$ cat src/hdl/ses_pkg.sv
// Shared types, widths and constants for the shell energy spectrum unit.
// Used by every file in hdl/; depends on nothing.
package ses_pkg;

    // Grid size along the first index (row wraps negative above N1/2).
    localparam int N1           = 64;
    localparam int NUM_BINS_DEF = 64;

    localparam int IDX_W      = 6;
    localparam int COMP_W     = 16;
    localparam int NUM_COMP   = 6;
    localparam int CFG_W      = 32;
    localparam int CFG_IDX_W  = 2;
    localparam int SQ_W       = 12;   // square of a 6-bit index
    localparam int K2_W       = 46;   // three Q16.16 scale * index square terms
    localparam int ENERGY_W   = 33;   // six Q2.30 squares
    localparam int SUM_W      = 48;   // stored shell sum
    localparam int BIN_PORT_W = 6;
    localparam int MUL_W      = 32;

    localparam logic [CFG_W-1:0] CFG_RESET = 32'h0001_0000;

    localparam logic [CFG_IDX_W-1:0] REG_WAVENUM1 = 2'd0;
    localparam logic [CFG_IDX_W-1:0] REG_WAVENUM2 = 2'd1;
    localparam logic [CFG_IDX_W-1:0] REG_WAVENUM3 = 2'd2;
    localparam logic [CFG_IDX_W-1:0] REG_INV_STEP = 2'd3;

    typedef enum logic [2:0] {
        ST_IDLE,
        ST_CALC,
        ST_READ,
        ST_WRITE,
        ST_FLUSH
    } ctrl_state_t;

    typedef struct packed {
        logic [IDX_W-1:0]                 row;
        logic [IDX_W-1:0]                 col;
        logic [IDX_W-1:0]                 depth;
        logic [NUM_COMP-1:0][COMP_W-1:0]  comp;  // x_re, x_im, y_re, y_im, z_re, z_im
    } element_t;

    typedef struct packed {
        logic [CFG_W-1:0] wavenum1_sq;
        logic [CFG_W-1:0] wavenum2_sq;
        logic [CFG_W-1:0] wavenum3_sq;
        logic [CFG_W-1:0] inv_step;
    } scale_t;

    typedef struct packed {
        logic                  done;
        logic [BIN_PORT_W-1:0] bin;
        logic [ENERGY_W-1:0]   energy;
    } calc_status_t;

endpackage

$ cat src/hdl/ses_ram.sv
// Generic single-port synchronous RAM with registered read data.
// Depends on ses_pkg for default sizes.
module ses_ram #(
    parameter int WIDTH = ses_pkg::SUM_W,
    parameter int DEPTH = ses_pkg::NUM_BINS_DEF
) (
    input  logic                                       clk,
    input  logic                                       we,
    input  logic                                       re,
    input  logic [((DEPTH > 1) ? $clog2(DEPTH) : 1)-1:0] addr,
    input  logic [WIDTH-1:0]                           wdata,
    output logic [WIDTH-1:0]                           rdata
);

    logic [WIDTH-1:0] mem [DEPTH];

    always_ff @(posedge clk)
    begin
        if (we)
        begin
            mem[addr] <= wdata;
        end
        if (re)
        begin
            rdata <= mem[addr];
        end
    end

endmodule

$ cat config.mk
export PLATFORM = sky130hd
export DESIGN_NAME = ses_ram
export DESIGN_NICKNAME = d
export VERILOG_FILES = /design/src/hdl/ses_pkg.sv /design/src/hdl/ses_ram.sv
export SDC_FILE = /design/constraint.sdc
export NUM_CORES = 2
export LEC_CHECK = 0
export BUFFER_PORTS_ARGS = -buffer_cell sky130_fd_sc_hd__buf_2
export CAP_MARGIN = 10
export CORE_MARGIN = 2
export CORE_UTILIZATION = 63
export CTS_CLUSTER_DIAMETER = 60
export DETAILED_ROUTE_END_ITERATION = 16
export PLACE_DENSITY_LB_ADDON = 0.1
export SETUP_SLACK_MARGIN = 0.15
export SYNTH_ARGS = -nofsm -noshare
export SYNTH_HDL_FRONTEND = slang
export SYNTH_SLANG_ARGS = --single-unit
$ cat constraint.sdc
create_clock -name clk -period 6.3 [get_ports clk]
set_clock_uncertainty 0.05 [all_clocks]
set_input_delay 1.26 -clock clk [delete_from_list [all_inputs] [get_ports clk]]
set_output_delay 1.26 -clock clk [all_outputs]
set_load 0.005 [all_outputs]
# Word-level counts from Yosys, hierarchy flattened
# Memory sizes are Yosys's and may differ from the RTL's. A register that Yosys moved wholly into a read port is not among the register bits.
# Cells that the tools add are included.
dict set report totals {
  input_bits 57
  elab_cells 3
  ramBits 3072
  romBits 0
  register_bits 0
  latch_bits 0
  output_inout_bits 48
  n_memories 1
}
# name words word_bits read_ports rd_ports_with_merged_regs write_ports line_no
set memory_table {}
lappend memory_table {mem 64 48 1 1 1 ses_ram.sv:15} ;# logic [WIDTH-1:0] mem [DEPTH];
dict set report classes {
  n_eq_ne 0
  n_div 0
  reduce_logical 0
  bitwise_logic 0
  magnitude_cmp 0
  mux 2
  mul 0
  add_sub_neg 0
  shift 0
}
# op count
set ops {}
lappend ops {{two-way mux 1 bit} 2}

# Logic depth before layout (Yosys ltp)
dict set report logic_depth {
  ltp_word 2
  depth_mapped 10
}

# Worst setup path after synthesis
# No wires, ideal clock.
dict set report synth_path {
  path_type {input -> register}
  from {input port addr[2] in the netlist's numbering}
  to {memory mem[11][0] in the netlist's numbering (enable)}
  path_buffers 6
  setup_ns 0.454
  cell_stages 9
  required_time_ns 5.796
  arrival_time_ns 4.632
  slack_ns 1.164
  cell_sequence {buf_6 buf_6 buf_4 buf_4 buf_2 buf_2 nor2b_1 nand2_1 nor2_1}
}
# item line_no
set synth_rtl {}
lappend synth_rtl {{from (decl)} ses_ram.sv:10} ;# input logic [((DEPTH > 1) ? $clog2(DEPTH) : 1)-1:0] addr,
lappend synth_rtl {{to (decl)} ses_ram.sv:15}
# No word-level cell before the write port.

==> metrics <==
Worst-path clk slew about 60 ps; fmax ~240 MHz; # resized after CTS 0; top-count cell post-synth edfxtp_1; Pre-antenna DRT Iters 6; GPL Wtd Cong 0.848; final layout net count 6643; syn nets 6437; worst skew pair latency 950 ps; worst hold path type reg2reg; Sequential Power Share 53.5%; Post-DP HPWL 188 mm; CTS HTree Levels 5; Slew HR 8.10%; Netlist Area Pre-Place 118000 um^2; Peak VDD IR 284 uV; Critical Path RT 7040 ps; combinational power share about 5%; total clock sinks 3120; via count 67800; launch point of the worst reg-to-reg path mem[26][32]$_DFFE_PP_; layout cells sized above 1 18.3%; Hold Startpoint mem[42][1]$_DFFE_PP_; starting DRC count in detailed routing 10800; fin crit period 4180 ps; total power 43200 uW; Register Area 93700 um^2; CP Max Fanout a little over 60; Worst Hold Slack 658 ps; most used flip-flop cell after synthesis edfxtp_1; Synth area leader edfxtp_1; NetSw 9210 uW; DRC viols 0; yosys warns 0; outcome finished clean; Vias/cell 7.28; CORE AREA 186000 um^2; Worst Setup End Kind flop; maxcap violations 0; CP cell instances buf_8, nor2b_4, and2_2, buf_4, a22oi_1, a41oi_1, or3_1; ANT nets after route 0; worst slew pin tran about 1400 ps; initial antenna violation count 24; DIE HEIGHT roughly 440 um; total grt overflow 0; post-CTS setup buffers 0; Crit Path Category in2reg; Netlist cell types 47; All-Layer GR Usage between 30% and 40%; # setup viols final 0; origin of the worst setup path addr[1]; cts hold-fix bufs 0; CTS max path bufs 4; Die Span X 437 um; top cells by count, synth edfxtp_1, a22oi_1, a221oi_1; number of global-route vias before repair between 60000 and 70000; #FFs+latches synth 3120; Layout fillers 11300; first-pass GRT wire length 490 mm; # rows 158; Setup TNS 0 ps; final hold violation count 0; clock share of power just over 40%; routed length per instance 37.6 um; largest net degree at the start of global routing roughly 120; power density cells ~330 nW/um^2; I/O pin total 105; unrepaired setup endpoints after global routing no; top cell type's share of synthesized area 79.4%; initial core utilization 63.5%; Sw Share 21.3%; synthesis-to-layout area growth 12.3%; top cells by area, synth edfxtp_1, a221oi_1, a22oi_1, mux2_2, mux2i_1; Mean Syn Cell Area around 18 um^2; number of port buffers between 100 and 150; Post-Synthesis Cells roughly 6400; number of synthesized flops with an enable pin roughly 3100; clk root buf clkbuf_16; P_leak 0.0419 uW; fraction of registers with async set/reset 0%; max incr delay on CP 930 ps; internal cell power around 34000 uW; Worst setup SP type primary input; Crit-path slowest cell nor2b_4; Final Cycle Share approximately 66%; CTS tree built; die area around 190000 um^2; Arrival @ worst endpoint between 4000 and 5000 ps; drt total wl 350 mm; CTS buffer count 315; multi-input logic area 22800 um^2; register area share after synthesis 79.4%; Max Slew Vio Count 0
## kinds of logic after synthesis
group | after synthesis | synth area share, %
DFF | 3120 | 79.4
muxes | 668 | 7.12
buffers and inverters | 461 | 1.78
and+or+nand+nor | 510 | 1.91
AOI/OAI and AO/OA | 1621 | 9.80
## per-stage QoR
step                      util [%]  worst slack, ps  instance area (um^2)  instances
after floorplan                  -             1160                118000       6380
after global placement        66.0             1360                123000       8744
after detailed placement      66.0             1330                123000       8744
after CTS                     71.2             2300                132000       9289
after global routing          71.3             2250                132000       9300
final                         71.3             2120                133000       9312
## cell type report
class / instances / area share [%]
Antenna cell: 18 / 0.0340
Clock buffer: 380 / 6.26
Clock inverter: 165 / 1.07
Inverter: 2 / 0.00944
Multi-Input combinational cell: 2799 / 17.2
Sequential cell: 3120 / 70.7
Tap cell: 2480 / 2.34
Timing Repair Buffer: 348 / 2.35
## placed cells by master, fill, tap and decap left out, types with 4 or more instances in the layout
cell / instances
a211oi_1: 5
a21oi_1: 243
a221oi_1: 448
a22o_1: 4
a22oi_1: 494
a31oi_1: 21
a41oi_1: 20
and3_1: 22
buf_12: 59
buf_2: 101
buf_4: 185
bufinv_16: 25
clkbuf_1: 57
clkbuf_16: 323
clkinv_1: 63
clkinv_2: 60
clkinvlp_4: 12
diode_2: 18
edfxtp_1: 3120
mux2_1: 4
mux2_2: 269
mux2i_1: 285
mux4_2: 110
nand2_1: 86
nand3_1: 47
nor2_1: 207
nor2_4: 69
nor2b_4: 7
o2111ai_1: 4
o211ai_1: 26
o21ai_0: 176
o21ai_1: 32
o221ai_1: 25
o22ai_1: 95
o2bb2ai_1: 21
or3_1: 24
or4_1: 22
## worst max-delay path, delay by kind of cell
kind	cells	cell delay [ps]
and+or+nand+nor	3	2010
buffers and inverters	2	880
AOI/OAI and AO/OA	2	620
## worst paths after layout
kind                               to  slack (ps)  cells past startpoint
setup / recovery   rdata[6]$_DFFE_PP_        2120                      7
hold / removal     rdata[1]$_DFFE_PP_         660                      3
setup reg to reg  rdata[32]$_DFFE_PP_        3620                      6
hold reg to reg    rdata[1]$_DFFE_PP_         660                      3
## power by group through the flow
| stage | clock, uW | sequential, uW | combinational (uW) |
|---|---|---|---|
| 3_3_place_gp | 0 | 23600 | 2050 |
| 2_1_floorplan | 0 | 23500 | 1090 |
| 6_report | 17900 | 23100 | 2160 |
| 5_1_grt | 18800 | 23100 | 2240 |
| 4_1_cts | 18000 | 23100 | 2100 |
| 3_5_place_dp | 0 | 23600 | 2090 |
## state kept, by name, summed over array words and instances (netlist names)
name,cells
rdata,48
mem,3072
## metal layers
layer	share of wire, %	wire (um)	up-vias	GRT usage [%]
met3	13	44400	968	8.61
met4	5.5	19400	12	17.5
met2	46	160000	5099	55.3
li1	-	-	27000	-
met1	36	126000	34700	51.0
met5	0.023	81	-	0
No activity file was read; power rests on OpenSTA's default activity.
