==> config.mk <==
export PLATFORM = sky130hd
export DESIGN_NAME = ses_bin_calc
export DESIGN_NICKNAME = d
export VERILOG_FILES = /design/src/hdl/ses_pkg.sv /design/src/hdl/ses_bin_calc.sv
export SDC_FILE = /design/constraint.sdc
export NUM_CORES = 2
export LEC_CHECK = 0
export CORE_MARGIN = 2
export CORE_UTILIZATION = 50
export CTS_CLUSTER_DIAMETER = 150
export DETAILED_ROUTE_END_ITERATION = 8
export DONT_BUFFER_PORTS = 1
export PLACE_DENSITY_LB_ADDON = 0.3
export SKIP_LAST_GASP = 1
export SYNTH_ARGS = -nofsm -noshare
export SYNTH_HDL_FRONTEND = slang
export SYNTH_SLANG_ARGS = --single-unit
==> constraint.sdc <==
create_clock -name clk -period 13.5 [get_ports clk]
set_input_delay 0.675 -clock clk [delete_from_list [all_inputs] [get_ports clk]]
set_output_delay 0.675 -clock clk [all_outputs]
set_load 0.05 [all_outputs]
==> src/hdl/ses_pkg.sv <==
// Shared types, widths and constants for the shell energy spectrum unit.
// Used by every file in hdl/; depends on nothing.
package ses_pkg;

    // Grid size along the first index (row wraps negative above N1/2).
    localparam int N1           = 64;
    localparam int NUM_BINS_DEF = 64;

    localparam int IDX_W      = 6;
    localparam int COMP_W     = 16;
    localparam int NUM_COMP   = 6;
    localparam int CFG_W      = 32;
    localparam int CFG_IDX_W  = 2;
    localparam int SQ_W       = 12;   // square of a 6-bit index
    localparam int K2_W       = 46;   // three Q16.16 scale * index square terms
    localparam int ENERGY_W   = 33;   // six Q2.30 squares
    localparam int SUM_W      = 48;   // stored shell sum
    localparam int BIN_PORT_W = 6;
    localparam int MUL_W      = 32;

    localparam logic [CFG_W-1:0] CFG_RESET = 32'h0001_0000;

    localparam logic [CFG_IDX_W-1:0] REG_WAVENUM1 = 2'd0;
    localparam logic [CFG_IDX_W-1:0] REG_WAVENUM2 = 2'd1;
    localparam logic [CFG_IDX_W-1:0] REG_WAVENUM3 = 2'd2;
    localparam logic [CFG_IDX_W-1:0] REG_INV_STEP = 2'd3;

    typedef enum logic [2:0] {
        ST_IDLE,
        ST_CALC,
        ST_READ,
        ST_WRITE,
        ST_FLUSH
    } ctrl_state_t;

    typedef struct packed {
        logic [IDX_W-1:0]                 row;
        logic [IDX_W-1:0]                 col;
        logic [IDX_W-1:0]                 depth;
        logic [NUM_COMP-1:0][COMP_W-1:0]  comp;  // x_re, x_im, y_re, y_im, z_re, z_im
    } element_t;

    typedef struct packed {
        logic [CFG_W-1:0] wavenum1_sq;
        logic [CFG_W-1:0] wavenum2_sq;
        logic [CFG_W-1:0] wavenum3_sq;
        logic [CFG_W-1:0] inv_step;
    } scale_t;

    typedef struct packed {
        logic                  done;
        logic [BIN_PORT_W-1:0] bin;
        logic [ENERGY_W-1:0]   energy;
    } calc_status_t;

endpackage

==> src/hdl/ses_bin_calc.sv <==
// Shell bin and element energy sequencer around one shared 32x32 multiplier.
// Depends on ses_pkg (element_t, scale_t, calc_status_t, widths).
module ses_bin_calc #(
    parameter int NUM_BINS = ses_pkg::NUM_BINS_DEF
) (
    input  logic                    clk,
    input  logic                    rst_n,
    input  logic                    go,
    input  ses_pkg::element_t       element,
    input  ses_pkg::scale_t         scales,
    output ses_pkg::calc_status_t   status
);

    localparam logic [3:0] STEP_SQ_A = 4'd0;
    localparam logic [3:0] STEP_SQ_C = 4'd1;
    localparam logic [3:0] STEP_SQ_D = 4'd2;
    localparam logic [3:0] STEP_K2_1 = 4'd3;
    localparam logic [3:0] STEP_K2_2 = 4'd4;
    localparam logic [3:0] STEP_K2_3 = 4'd5;
    localparam logic [3:0] STEP_E0   = 4'd6;
    localparam logic [3:0] STEP_E1   = 4'd7;
    localparam logic [3:0] STEP_E5   = 4'd11;
    localparam logic [3:0] STEP_LO   = 4'd12;
    localparam logic [3:0] STEP_BIN  = 4'd13;

    localparam logic [10:0] ROW_N    = 11'(ses_pkg::N1);
    localparam logic [10:0] ROW_HALF = 11'(ses_pkg::N1 / 2);
    localparam int          RAW_W    = ses_pkg::K2_W + 1;
    localparam logic [RAW_W-1:0] BIN_LAST = RAW_W'(NUM_BINS - 1);

    logic                                               run_reg, run_next;
    logic [3:0]                                         step_reg, step_next;
    logic                                               done_reg, done_next;

    logic [ses_pkg::IDX_W-1:0]                          a_reg, col_reg, depth_reg;
    logic [ses_pkg::NUM_COMP-1:0][ses_pkg::COMP_W-1:0]  comp_reg;
    logic [ses_pkg::SQ_W-1:0]                           sq_a_reg, sq_c_reg, sq_d_reg;
    logic [ses_pkg::SQ_W-1:0]                           sq_a_next, sq_c_next, sq_d_next;
    logic [ses_pkg::K2_W-1:0]                           k2_reg, k2_next;
    logic [ses_pkg::ENERGY_W-1:0]                       e_reg, e_next;
    logic [ses_pkg::MUL_W-1:0]                          t_reg, t_next;
    logic [ses_pkg::BIN_PORT_W-1:0]                     bin_reg, bin_next;

    logic [10:0]                                        row_ext, a_fold;
    logic [2:0]                                         comp_sel;
    logic [ses_pkg::COMP_W-1:0]                         comp_raw, comp_mag;
    logic [ses_pkg::MUL_W-1:0]                          mul_x, mul_y;
    logic [2*ses_pkg::MUL_W-1:0]                        prod;
    logic [RAW_W-1:0]                                   raw_bin;

    // Fold the row index to its distance from zero on the wrapped axis.
    assign row_ext = 11'(element.row);
    assign a_fold  = (row_ext > ROW_HALF)
                   ? ((row_ext > ROW_N) ? (row_ext - ROW_N) : (ROW_N - row_ext))
                   : row_ext;

    // Component magnitude: squaring |v| equals squaring v.
    assign comp_sel = 3'(step_reg - STEP_E0);
    assign comp_raw = comp_reg[comp_sel];
    assign comp_mag = comp_raw[ses_pkg::COMP_W-1] ? (~comp_raw + 16'd1) : comp_raw;

    always_comb
    begin
        mul_x = '0;
        mul_y = '0;
        unique case (step_reg) inside
            STEP_SQ_A:
            begin
                mul_x = 32'(a_reg);
                mul_y = 32'(a_reg);
            end
            STEP_SQ_C:
            begin
                mul_x = 32'(col_reg);
                mul_y = 32'(col_reg);
            end
            STEP_SQ_D:
            begin
                mul_x = 32'(depth_reg);
                mul_y = 32'(depth_reg);
            end
            STEP_K2_1:
            begin
                mul_x = scales.wavenum1_sq;
                mul_y = 32'(sq_a_reg);
            end
            STEP_K2_2:
            begin
                mul_x = scales.wavenum2_sq;
                mul_y = 32'(sq_c_reg);
            end
            STEP_K2_3:
            begin
                mul_x = scales.wavenum3_sq;
                mul_y = 32'(sq_d_reg);
            end
            [STEP_E0:STEP_E5]:
            begin
                mul_x = 32'(comp_mag);
                mul_y = 32'(comp_mag);
            end
            STEP_LO:
            begin
                mul_x = scales.inv_step;
                mul_y = k2_reg[31:0];
            end
            STEP_BIN:
            begin
                mul_x = scales.inv_step;
                mul_y = 32'(k2_reg[ses_pkg::K2_W-1:32]);
            end
            default:
            begin
            end
        endcase
    end

    assign prod    = 64'(mul_x) * 64'(mul_y);
    assign raw_bin = RAW_W'(prod[ses_pkg::K2_W-1:0]) + RAW_W'(t_reg);

    // Datapath next values: each step writes or adds one product into its destination; the bin step clamps.
    always_comb
    begin
        sq_a_next = sq_a_reg;
        sq_c_next = sq_c_reg;
        sq_d_next = sq_d_reg;
        k2_next   = k2_reg;
        e_next    = e_reg;
        t_next    = t_reg;
        bin_next  = bin_reg;
        if (run_reg)
        begin
            unique case (step_reg) inside
                STEP_SQ_A: sq_a_next = prod[ses_pkg::SQ_W-1:0];
                STEP_SQ_C: sq_c_next = prod[ses_pkg::SQ_W-1:0];
                STEP_SQ_D: sq_d_next = prod[ses_pkg::SQ_W-1:0];
                STEP_K2_1: k2_next   = prod[ses_pkg::K2_W-1:0];
                [STEP_K2_2:STEP_K2_3]:
                    k2_next = k2_reg + prod[ses_pkg::K2_W-1:0];
                STEP_E0:   e_next    = prod[ses_pkg::ENERGY_W-1:0];
                [STEP_E1:STEP_E5]:
                    e_next = e_reg + prod[ses_pkg::ENERGY_W-1:0];
                STEP_LO:   t_next    = prod[63:32];
                STEP_BIN:
                    bin_next = (raw_bin > BIN_LAST)
                             ? ses_pkg::BIN_PORT_W'(NUM_BINS - 1)
                             : raw_bin[ses_pkg::BIN_PORT_W-1:0];
                default:
                begin
                end
            endcase
        end
    end

    // Sequencer: advance one step a cycle, drop out after the bin step.
    always_comb
    begin
        run_next  = run_reg;
        step_next = step_reg;
        done_next = 1'b0;
        if (go)
        begin
            run_next  = 1'b1;
            step_next = STEP_SQ_A;
        end
        else if (run_reg)
        begin
            if (step_reg == STEP_BIN)
            begin
                run_next  = 1'b0;
                done_next = 1'b1;
            end
            else
            begin
                step_next = step_reg + 4'd1;
            end
        end
    end

    always_ff @(posedge clk or negedge rst_n)
    begin
        if (!rst_n)
        begin
            run_reg  <= 1'b0;
            step_reg <= STEP_SQ_A;
            done_reg <= 1'b0;
        end
        else
        begin
            run_reg  <= run_next;
            step_reg <= step_next;
            done_reg <= done_next;
        end
    end

    always_ff @(posedge clk)
    begin
        if (go)
        begin
            a_reg     <= a_fold[ses_pkg::IDX_W-1:0];
            col_reg   <= element.col;
            depth_reg <= element.depth;
            comp_reg  <= element.comp;
        end
        sq_a_reg <= sq_a_next;
        sq_c_reg <= sq_c_next;
        sq_d_reg <= sq_d_next;
        k2_reg   <= k2_next;
        e_reg    <= e_next;
        t_reg    <= t_next;
        bin_reg  <= bin_next;
    end

    assign status.done   = done_reg;
    assign status.bin    = bin_reg;
    assign status.energy = e_reg;

endmodule
# ---- Word-level counts from Yosys, hierarchy flattened
# Index checks and enable logic that the tools add are counted.
dict set report totals {
  ff_bits 273
  input_bits 245
  out_inout_bits 40
  elab_cells 81
}
dict set report op_classes {
  n_addsub 8
  n_mul 1
  n_lt_le_gt_ge 9
  n_eq_ne 9
  muxes 18
  bitwise 1
  n_reduce_logical 16
}
# cell count
set op_table {}
lappend op_table {{$pmux 32 s9} 1}
lappend op_table {{$pmux 32 s8} 1}
lappend op_table {{$pmux 46 s2} 1}
lappend op_table {{$pmux 33 s2} 1}
lappend op_table {{$mul 32x32->64} 1}
lappend op_table {{$bmux 16 s3} 1}
lappend op_table {{$add 46x32->47} 1}
lappend op_table {{$gt 47x6->1 const B} 1}
lappend op_table {{$add 46x46->46} 1}
lappend op_table {{$add 33x33->33} 1}
lappend op_table {{$mux 16} 2}
lappend op_table {{$add 16x1->16 const B} 1}
lappend op_table {{$not 16->16} 1}
lappend op_table {{$reduce_and 2->1} 8}
lappend op_table {{$eq 4x3->1 const B} 3}
lappend op_table {{$ge 4x3->1 const B} 3}
lappend op_table {{$mux 4} 3}
lappend op_table {{$mux 6} 2}
lappend op_table {{$eq 4x2->1 const B} 2}
lappend op_table {{$eq 4x4->1 const B} 2}
lappend op_table {{$gt 6x7->1 const B} 1}
lappend op_table {{$gt 6x6->1 const B} 1}
lappend op_table {{$mux 1} 6}
lappend op_table {{$reduce_bool 2->1} 3}
lappend op_table {{12 further kinds} 14}

# ---- Depth between registers and ports, before layout
dict set report logic_depth {
  word_depth 10
  ltp_mapped 53
  mapped_depth_nobuf 49
}

# ---- Worst setup path after synthesis
# No wires, ideal clock.
dict set report synth_timing {
  path_type {flip-flop to flip-flop}
  startpoint {register step_reg[1]}
  endpoint {register bin_reg[5] (netlist bit) (data pin)}
  setup_ps 274
  arrival_ps 11453
  t_required_ps 13226
  path_slack_ps 1772
  path_stages_with_launch 49
  n_path_buf 5
  period_less_slack_ps 11728
  cell_sequence {dfrtp_1 > buf_2 > inv_1 > ha_1 > buf_1 > nor2_1 > clkbuf_1 > a22oi_1 > a31oi_1 > xor2_1 > o21ai_0 > a2111oi_1 > clkbuf_1 > nor2_1 > fa_1 > fa_1 > inv_1 > fa_1 > (+13 left out) > o21bai_1 > a21oi_1 > xor2_1 > inv_1 > ha_1 > clkbuf_1 > a21oi_1 > o22a_1 > o21ai_0 > a221oi_1 > a211oi_1 > o21a_1 > nor2_1 > nor2_1 > xor2_1 > o32a_1 > and4bb_2 > nand4b_1}
}
dict set report synth_via {
  elab_chain_len 10
  word_cells_on_any_way 23
  cone_classes {3 x add/sub; 1 x mul; 3 x order compare; 7 x eq/ne; 5 x mux; 1 x bitwise; 3 x reduce/logical}
}
# item line
set synth_rtl {}
lappend synth_rtl {{start, declared} ses_bin_calc.sv:32} ;# logic [3:0] step_reg, step_next;
lappend synth_rtl {{start signal, assigned} ses_bin_calc.sv:191} ;# step_reg <= step_next;
lappend synth_rtl {{$sub 3x3->3} ses_bin_calc.sv:58} ;# assign comp_sel = 3'(step_reg - STEP_E0);
lappend synth_rtl {{$bmux 16 s3} ses_bin_calc.sv:59} ;# assign comp_raw = comp_reg[comp_sel];
lappend synth_rtl {{$mux 16 (not written as such)} ses_bin_calc.sv:59}
lappend synth_rtl {{$not 16->16} ses_bin_calc.sv:60} ;# assign comp_mag = comp_raw[ses_pkg::COMP_W-1] ? (~comp_raw + 16'd1) : comp_raw;
lappend synth_rtl {{$add 16x1->16} ses_bin_calc.sv:60}
lappend synth_rtl {{$mux 16} ses_bin_calc.sv:60}
lappend synth_rtl {{$pmux 32 s9 or $pmux 32 s8 (tied branches)} ses_bin_calc.sv:66} ;# unique case (step_reg) inside
lappend synth_rtl {{$mul 32x32->64 (*)} ses_bin_calc.sv:118} ;# assign prod = 64'(mul_x) * 64'(mul_y);
lappend synth_rtl {{$add 46x32->47 (*)} ses_bin_calc.sv:119} ;# assign raw_bin = RAW_W'(prod[ses_pkg::K2_W-1:0]) + RAW_W'(t_reg);
lappend synth_rtl {{$gt 47x6->1} ses_bin_calc.sv:145} ;# bin_next = (raw_bin > BIN_LAST)
lappend synth_rtl {{end signal, assigned} ses_bin_calc.sv:211} ;# bin_reg <= bin_next;
lappend synth_rtl {{end, declared} ses_bin_calc.sv:42} ;# logic [ses_pkg::BIN_PORT_W-1:0] bin_reg, bin_next;
# Every way passes the cells marked *; elsewhere a longest branch is shown, timed or not. The select of a mux whose other input is x is not followed.
# A chain may end at the register's enable or synchronous reset.

# ---- Final worst setup path
dict set report layout_timing {
  startpoint {register step_reg[0]}
  endpoint {register bin_reg[2] (netlist bit) (data pin)}
}
# The elaborated chain is that of the path after synthesis.

==> impl_metrics.ini <==
[outcome]
status = completed

[synth]
synthCells = 5484
seq_area_frac_synth_pct = 16.2
synthFlopType = edfxtp_1
synth_cell_types = 98
synth_edf_count = 267
syn-mean-instance-area_um2 = 9.18
synthTopCellsByArea = fa_1, edfxtp_1, ha_1, inv_1, nor2_1
yosysTopAreaCell = fa_1
yosysMostFrequentCell = inv_1
synth_commonest_cells = inv_1, fa_1, nor2_1, nand2_1, ha_1
ys_warn_count = 0
synth_nets = 7012
synth.top_cell.area_share_pct = 35.8
ys_ff_latch = 273
syn_area_mm2 = 0.0503
ys_async_sr_fraction_pct = 2.20

[cts]
cts-root-buf = clkbuf_16
numCtsBuffers = 30
cts_tree = yes
clk_pin_slew_worst_paths_ps = 60
cts.sinks = 273
clockBufferDepth = 3
htreeDepth = 1
worstSkewPairLatency_ps = 600

[worst_setup_path]
critPathCaptureType = flop
path_max_fanout = 20
arrival_ps = 13230
cp_common_cell = fa_1
slowest_stage = fa_1
slowest_delay_ps = 620
critical_path_class = reg2reg
critical_path_required_ps = 13820
start_kind = flop

[min_path]
hold_class = in2reg

[global_route]
overflow = 0
first_global_vias = 40700
antenna_found_initial = 5
track_usage_pct = 32.7
grt_pass1_wl_um = 251000
grt_max_degree = 121

[placement]
detailed_place_hpwl_um = 138000
gp_congestion = 1.03
portBuffers = 0
dp_cells = 6693

[route]
drt_iter0_markers = 3887
drc_errors = 0
vias = 40100
highest_layer = met5
routed_wl_um = 166000
drt.antenna.violating_nets = 0
avgViaCountPerCell = 5.94
dr.pass1.iters = 6
wl_met3_um = 21200
dr_wl_met2_um = 71800
wire_per_inst_um = 24.6
met1_length_um = 65300

[cells_and_area]
regArea_mm2 = 0.00817
multiInputGateArea_mm2 = 0.0377
fill_cells = 9013
nets = 6959
area_growth_pct = 6.50
largest_reg_flops = 96
fin_cells = 6754
layout-drive-gt1-share_pct = 6.44

[die]
design.die.area_mm2 = 0.103
initial_core_util_pct = 50.3
core_mm2 = 0.100
dieHeight_um = 321
die_x_um = 321
rows = 116
top_level_ports = 285

[sta]
fin_hold_ws_ps = 161
worst-slew-pin-transition_ps = 1180
period_share_pct = 95.6
setup_violations = 0
slew_violations = 0
setup_tns_ps = 0
report.final.hold_viol_count = 0
max_freq_ghz = 0.0774
relSlewSlack_pct = 21.3
finClkSkew_ps = 40.7
period_needed_ps = 12910

[power]
max-vdd-ir-drop_mv = 0.364
leakagePower_nw = 24.3
power.density_mw_per_mm2 = 139

[flow_run]
maxCapViolations = 0
[timing repair]
| item | in CTS | in global routing |
|---|---|---|
| gates resized for setup | 0 | 20 |
| buffers inserted | 0 | 3 |
| setup endpoints to repair | 0 | 16 |
| hold endpoints to repair | 6 | 0 |
| hold buffers | 1 | 0 |
[per-layer routing]
layer  vias to the layer above  GRT usage, %
li1                      17400             -
met1                     20200          44.6
met2                      2213          49.5
met3                       376          9.38
met4                         6          12.0
met5                         -             0
[metrics by stage]
| stage | total power [mW] | setup slack (ps) | area, µm² | util (%) |
|---|---|---|---|---|
| floorplan | 5.00 | 1770 | 50300 | - |
| global placement | 6.46 | 555 | 52500 | 52.5 |
| detailed placement | 6.49 | 338 | 52500 | 52.5 |
| CTS | 7.35 | 330 | 53500 | 53.5 |
| global route | 8.02 | -115 | 53600 | 53.6 |
| finish | 7.47 | 587 | 53600 | 53.6 |
[critical path, delay by kind of cell (launching register included)]
| kind | cells | cell delay, ps |
|---|---|---|
| xor+xnor | 2 | 710 |
| compound gates | 8 | 2050 |
| mux | 1 | 540 |
| simple gates | 11 | 2360 |
| flops | 1 | 490 |
| buf+inv | 7 | 1410 |
| fa+ha+maj | 10 | 5060 |
[power breakdown]
group | switching [mW] | internal (mW) | total (mW)
clock | 0.351 | 0.464 | 0.815
combinational | 3.36 | 2.03 | 5.40
sequential | 0.0658 | 1.19 | 1.26
total | 3.78 | 3.69 | 7.47
[worst paths after layout]
kind / slack, ps / endpoint / cells past startpoint / from
min in group asynchronous: 400 / step_reg[3] / 1 / rst_n
max in group asynchronous: 12850 / step_reg[2] / 1 / rst_n
worst max register to register: 590 / bin_reg[2] / 39 / step_reg[0]
worst min register to register: 690 / bin_reg[0] / 3 / t_reg[0]
worst max-delay path: 590 / bin_reg[2] / 39 / step_reg[0]
worst min-delay path: 160 / step_reg[0] / 1 / go
[cell usage in the layout, fill, tap and decap left out, drive strengths merged, types with 11 or more instances in the layout]
master | Yosys | layout
inv | 994 | 995
fa | 899 | 899
nor2 | 715 | 715
nand2 | 613 | 613
ha | 384 | 384
edfxtp | 267 | 267
a21oi | 202 | 202
buf | 28 | 177
o21ai | 161 | 161
xnor2 | 102 | 102
a21o | 81 | 81
xor2 | 61 | 61
nand2b | 53 | 53
nand3 | 52 | 52
a221oi | 46 | 46
a22o | 45 | 45
nor2b | 40 | 40
nor3 | 38 | 38
clkbuf | 235 | 38
and2 | 37 | 37
o21bai | 35 | 35
nand4 | 32 | 32
a22oi | 31 | 31
and3 | 28 | 28
a211oi | 22 | 22
mux2 | 21 | 21
o211ai | 21 | 21
a31oi | 20 | 20
a221o | 20 | 20
mux4 | 16 | 16
o21a | 16 | 16
nor4 | 14 | 14
a2111oi | 14 | 14
o31ai | 11 | 11
or3 | 11 | 11
or2 | 11 | 11
[final cells by class]
type | instances | area share, %
timing repair buffer | 178 | 2.59
clock buffer | 38 | 1.51
sequential | 273 | 15.2
multi-input combinational | 3953 | 70.3
antenna | 2 | 0.00934
inverter | 995 | 6.98
clock inverter | 17 | 0.289
tap | 1298 | 3.03
[cell families after synthesis]
family	count (synthesis)	synth area share, %
buf+inv	1258	9.43
flops	273	16.2
xor+xnor	163	2.84
mux	41	1.27
simple gates	1676	14.2
compound gates	790	10.7
fa+ha+maj	1283	45.3
Power figures use the tool's default switching activity.
